==> src/rtl/acr_pkg.sv <==
// acr_pkg: shared types, sizes and codes for the audio capture ring writer.
// No dependencies; every other rtl file imports this package.
`timescale 1ns / 1ps
package acr_pkg;

    localparam int MAX_SLOTS  = 16;
    localparam int MAX_FRAMES = 256;
    localparam int CHANNELS   = 2;

    localparam int KEPT_CHANNEL = (CHANNELS > 1) ? 1 : 0;
    localparam int WORD_CAP     = MAX_FRAMES * CHANNELS;

    localparam int SLOT_W  = $clog2(MAX_SLOTS);
    localparam int FRAME_W = $clog2(MAX_FRAMES);
    localparam int WC_W    = $clog2(WORD_CAP + 1);
    localparam int RING_AW = SLOT_W + FRAME_W;
    localparam int QDEPTH  = 2;

    // input kinds
    localparam logic [1:0] KIND_CAPTURE = 2'd0;
    localparam logic [1:0] KIND_READ    = 2'd1;
    localparam logic [1:0] KIND_RELEASE = 2'd2;

    // configuration register indexes
    localparam logic [1:0] REG_FRAMES = 2'd0;
    localparam logic [1:0] REG_SLOTS  = 2'd1;
    localparam logic [1:0] REG_POLICY = 2'd2;

    // commit status codes
    localparam logic [1:0] ST_STORED       = 2'd0;
    localparam logic [1:0] ST_DROPPED_OLD  = 2'd1;
    localparam logic [1:0] ST_DROPPED_NEW  = 2'd2;

    // result kinds
    localparam logic RK_COMMIT = 1'b0;
    localparam logic RK_READ   = 1'b1;

    // back-end operations
    localparam logic [1:0] OP_STAGE   = 2'd0;
    localparam logic [1:0] OP_COMMIT  = 2'd1;
    localparam logic [1:0] OP_READ    = 2'd2;
    localparam logic [1:0] OP_RELEASE = 2'd3;

    typedef struct packed {
        logic [8:0] frames_per_slot;
        logic [4:0] slot_count;
        logic       overrun_policy;
    } t_cfg;

    typedef struct packed {
        logic [1:0]         op;
        logic               stage_en;
        logic [FRAME_W-1:0] stage_addr;
        logic [31:0]        word;
        logic [8:0]         avail;
        logic [63:0]        stamp;
        logic [3:0]         rd_slot;
        logic [7:0]         rd_frame;
    } t_cmd;

    typedef struct packed {
        logic        result_kind;
        logic [1:0]  commit_status;
        logic [3:0]  slot_index;
        logic [8:0]  frame_count;
        logic [63:0] first_sample_index;
        logic [63:0] stamp_us;
        logic [31:0] read_data;
        logic [31:0] newest_drops;
        logic [31:0] oldest_drops;
    } t_result;

endpackage

==> src/rtl/acr_cmd_queue.sv <==
// acr_cmd_queue: short command queue between front and back.
// Depends on acr_pkg.
`timescale 1ns / 1ps
module acr_cmd_queue (
    input  logic          i_clk,
    input  logic          i_rst_n,
    input  logic          i_push,
    input  acr_pkg::t_cmd i_cmd,
    output logic          o_full,
    output logic          o_valid,
    input  logic          i_pop,
    output acr_pkg::t_cmd o_cmd
);
    import acr_pkg::*;

    localparam int PW = $clog2(QDEPTH);

    t_cmd             r_mem [QDEPTH];
    logic [PW-1:0]    r_wp;
    logic [PW-1:0]    r_rp;
    logic [PW:0]      r_cnt;
    logic             do_push;
    logic             do_pop;

    assign o_full  = (r_cnt == (PW+1)'(QDEPTH));
    assign o_valid = (r_cnt != '0);
    assign o_cmd   = r_mem[r_rp];
    assign do_push = i_push && !o_full;
    assign do_pop  = i_pop && o_valid;

    always_ff @(posedge i_clk) begin
        if (do_push) begin
            r_mem[r_wp] <= i_cmd;
        end
    end

    always_ff @(posedge i_clk) begin
        if (!i_rst_n) begin
            r_wp  <= '0;
            r_rp  <= '0;
            r_cnt <= '0;
        end else begin
            if (do_push) begin
                r_wp <= (r_wp == PW'(QDEPTH - 1)) ? '0 : r_wp + PW'(1);
            end
            if (do_pop) begin
                r_rp <= (r_rp == PW'(QDEPTH - 1)) ? '0 : r_rp + PW'(1);
            end
            r_cnt <= r_cnt + (PW+1)'(do_push) - (PW+1)'(do_pop);
        end
    end

endmodule

==> config.mk <==
export PLATFORM = sky130hd
export DESIGN_NAME = acr_cmd_queue
export DESIGN_NICKNAME = d
export VERILOG_FILES = /design/src/rtl/acr_pkg.sv /design/src/rtl/acr_cmd_queue.sv
export SDC_FILE = /design/constraint.sdc
export NUM_CORES = 1
export LEC_CHECK = 0
export BUFFER_PORTS_ARGS = -buffer_cell sky130_fd_sc_hd__buf_2
export CAP_MARGIN = 20
export CORE_AREA = 4 4 201 203
export CTS_CLUSTER_DIAMETER = 60
export DETAILED_ROUTE_END_ITERATION = 8
export DIE_AREA = 0 0 205 207
export PLACE_DENSITY = 0.47
export SKIP_LAST_GASP = 1
export SYNTH_ARGS = -nofsm -noshare
export SYNTH_HDL_FRONTEND = slang
export SYNTH_SLANG_ARGS = --single-unit
==> constraint.sdc <==
create_clock -name i_clk -period 24 [get_ports i_clk]
set_input_delay 7.2 -clock i_clk [delete_from_list [all_inputs] [get_ports i_clk]]
set_output_delay 7.2 -clock i_clk [all_outputs]
set_load 0.02 [all_outputs]
; ---- Word-level counts from Yosys, hierarchy flattened
; Memories as Yosys holds them, arrays and structs flattened. A register that Yosys moved wholly into a read port is not among the register bits.
; Index checks and enable logic that the tools add are counted.
[word_totals]
register_bits = 4
ramBits = 256
in_bits = 132
out_inout_bits = 130
elab_cells = 19
memories = 1
[classes]
add_sub_neg = 4
eq_ne = 1
muxes = 6
n_reduce_logical = 4
[mem_list]
columns = name, words, word_bits, rd, rd_ports_with_merged_regs, wr, line_no
row1 = r_mem, 2, 128, 1, 1, 1, acr_cmd_queue.sv:18  ; t_cmd r_mem [QDEPTH];
[op_table]
columns = operator, n
row1 = two-way mux 1 bit, 6
row2 = "adder 1 bit, second input constant", 2
row3 = adder 2 x 1 -> 2 bit, 1
row4 = "equality test 2 bit, second input constant", 1
row5 = logical AND 1 bit, 2
row6 = nonzero test 2 bit, 1
row7 = subtractor 2 x 1 -> 2 bit, 1
row8 = logical NOT 1 bit, 1

; ---- Logic depth before layout (Yosys ltp)
[depth]
ltp_word = 5
ltp_mapped = 8

; ---- Least setup slack after synthesis
; OpenSTA, ideal clock, no wires.
[synth_timing]
path_kind = input-to-reg
from = in i_push
to = mem r_mem[0][0] (netlist name) (enable)
setup_ns = 0.617
arrival_ns = 12.613
t_required_ns = 23.383
setup_slack_ns = 10.771
stages = 2
n_path_buf = 0
path_cell_list = nand2_1 > nor2_1
[synth_between]
elab_chain_len = 3
[synth_lines]
columns = element, line_no
row1 = "start, declared", acr_cmd_queue.sv:7  ; input logic i_push,
row2 = logical AND 1 bit, acr_cmd_queue.sv:28  ; assign do_push = i_push && !o_full;
row3 = two-way mux 1 bit, acr_cmd_queue.sv:32  ; if (do_push) begin
row4 = two-way mux 1 bit (implied by the code), acr_cmd_queue.sv:33  ; r_mem[r_wp] <= i_cmd;
row5 = "end, declared", acr_cmd_queue.sv:18
; Every way passes these cells.

==> impl_metrics.yaml <==
power_and_ir_drop:
  total_power_mw: 1.48
  switching_share_pct: 30.3
  power.leakage_nw: 4.56
  power.switching_mw: 0.446
  power_frac_comb_pct: 25.5
  p_int_mw: 1.03
  sequentialPowerShare_pct: 42.2
  peakVddDrop_v: 0.0000530
  p_per_area_mw_per_mm2: 118
  clkPwrFrac_pct: 32.3
synth:
  syn-num-nets: 559
  async_reset_ff_share_pct: 0
  ys_seq_elements: 261
  postSynthCellCount: 425
  syn_avg_cell_area_um2: 22.5
  synthDistinctLibCells: 18
  synth-edff-count: 256
  dominantRegCellSynth: "edfxtp_1"
  yosys_warnings: 0
  netlist_area_mm2: 0.00954
  seq_area_frac_synth_pct: 81.6
cts:
  cts_tree: "done"
  cts_root_buffer: "clkbuf_16"
  clk_pin_slew_ps: 50
  hold_buffers: 0
  numClockSinks: 261
  post_cts_buffers: 0
  htreeDepth: 2
  insertion_delay_ps: 510
  cts.repair.resized: 0
  cts.path.max_buffers: 3
  cts_buffers: 34
run:
  cap_violations: 0
sta:
  final.setup.tns_ps: 0
  rsz0062_at_grt: "no"
  final.setup.worst_slack_ps: 13860
  setup_viol: 0
  tightestPinTransition_ps: 996
  period_share_pct: 42.2
  finalHoldViolations: 0
  max-slew-margin-rel_pct: 33.6
  fin_crit_ps: 10140
  max_freq_ghz: 0.0986
  whs_ps: 516
  drv_slew: 0
  skew_ps: 7.87
cells_and_area:
  final_cells: 1258
  layout_common_cells: "261 x buf_2, 256 x edfxtp_1, 128 x mux2_2"
  syn2layout_area_growth_pct: 30.5
  num-nets-final: 847
  final_util_pct: 32.4
  final_area_mm2: 0.0125
  drive_gt1_share_pct: 60.5
  mostFrequentLayoutCell: "buf_2"
global_routing:
  grt.total_usage_pct: 9.55
  overflow: 0
  grt_pass1_wl_mm: 30.9
  grt_max_degree: 68
  antenna_found_initial: 8
  grt_pass1_vias: 5289
worst_setup_path:
  cp-end-kind: "primary output"
  r2r-end: "r_mem[1][14]$_DFFE_PP_"
  ff2ff_path_depth: 4
  r2r_slack_ps: 21220
  timing_worst_setup_path_type: "reg2out"
  critPathLaunchType: "flop"
  required_ps: 16800
  crit_arrival_ps: 2940
  r2r_start: "r_cnt[0]$_SDFF_PN0_"
  crit_fanout: 67
die:
  die_x_um: 205
  die_area_mm2: 0.0424
  row_count: 72
  core-area_mm2: 0.0385
  start_util_pct: 24.8
  ios: 262
  die_h_um: 207
place:
  io_buffers: 261
  place_inst: 1195
  dpl_cell_area_mm2: 0.0114
  post-place-ws_ps: 14290
  dp_hpwl_mm: 13.5
  gp_congestion: 0.706
run_status:
  status: "complete, no violations"
routing:
  wl_per_cell_um: 16.5
  vias_per_cell: 3.90
  vias: 4907
  drt_iter0_markers: 177
  ant_nets: 0
  drc_errors: 0
  dr.pass1.iters: 4
  wl_mm: 20.8
hold_path:
  hp-start: "r_rp$_SDFFE_PN0P_"
  min_path_cells: 2
  hp-class: "reg2reg"
  hold_end: "r_rp$_SDFFE_PN0P_"
area by class of cell:
class | count | area (um^2)
fillers | 3830 | 26000
flip-flops and latches | 261 | 7790
clock inverters | 17 | 126
repair buffers | 266 | 1340
well taps | 518 | 648
inverters | 3 | 11.3
diodes | 3 | 7.51
clock buffers | 43 | 948
multi-input cells | 147 | 1580
power groups by stage:
stage / registers, mW / logic [mW] / clock network [mW]
final: 0.622 / 0.377 / 0.476
after global routing: 0.630 / 0.406 / 0.519
after CTS: 0.625 / 0.387 / 0.499
after detailed placement: 0.634 / 0.385 / 0
after global placement: 0.632 / 0.386 / 0
after floorplan: 0.621 / 0.284 / 0
synthesized netlist by cell type, types with 2 or more instances:
cell	count	area, um^2
nor2_1	4	15.0
and2_1	2	12.5
inv_1	3	11.3
ha_1	2	25.0
nand2_1	2	7.51
edfxtp_1	256	7690
buf_6	6	67.6
mux2_2	128	1440
clkbuf_8	8	110
nand2b_1	2	12.5
dfxtp_1	5	100
how the worst max path moves through the flow:
stage | to | depth (start not counted) | start | slack [ps]
floorplan | r_mem[0][0]$_DFFE_PP_ | 2 | i_push | 10770
finish | o_cmd[22] | 3 | flop | 13860
CTS | o_cmd[120] | 3 | flop | 13710
detailed placement | o_cmd[22] | 3 | flop | 14290
global placement | o_cmd[22] | 3 | flop | 14300
global route | o_cmd[126] | 3 | flop | 13640
routing by layer:
metal  GRT usage, %  routed length [um]  vias up
met5              0                  71        -
met4           4.74                 717       10
met3           4.33                1950       59
met2           15.3                9910      181
met1           10.8                8110     2385
li1               -                   -     2272
kinds of logic (layout without fill, tap and decap cells):
family                     Yosys count  count (layout)  share of synthesized area [%]
buffers and inverters               17             329                           1.98
AOI/OAI and AO/OA                    1               1                         0.0787
muxes                              129             129                           15.2
and+or+nand+nor                     13              13                          0.682
xor gates and xnor gates             2               2                          0.184
DFF                                261             261                           81.6
other                                0               3                              0
adders and majority gates            2               2                          0.262
worst max-delay path: stages, from the launching register on:
cell and delay, ps:
dfxtp_4 920, buf_4 820, mux2_2 420, buf_2 160
state kept, by name, indices dropped and copies added (netlist names), named ones only:
| signal | flops |
|---|---|
| r_cnt | 2 |
| r_mem | 256 |
| r_rp | 1 |
| r_wp | 1 |
Power figures use the tool's default switching activity.
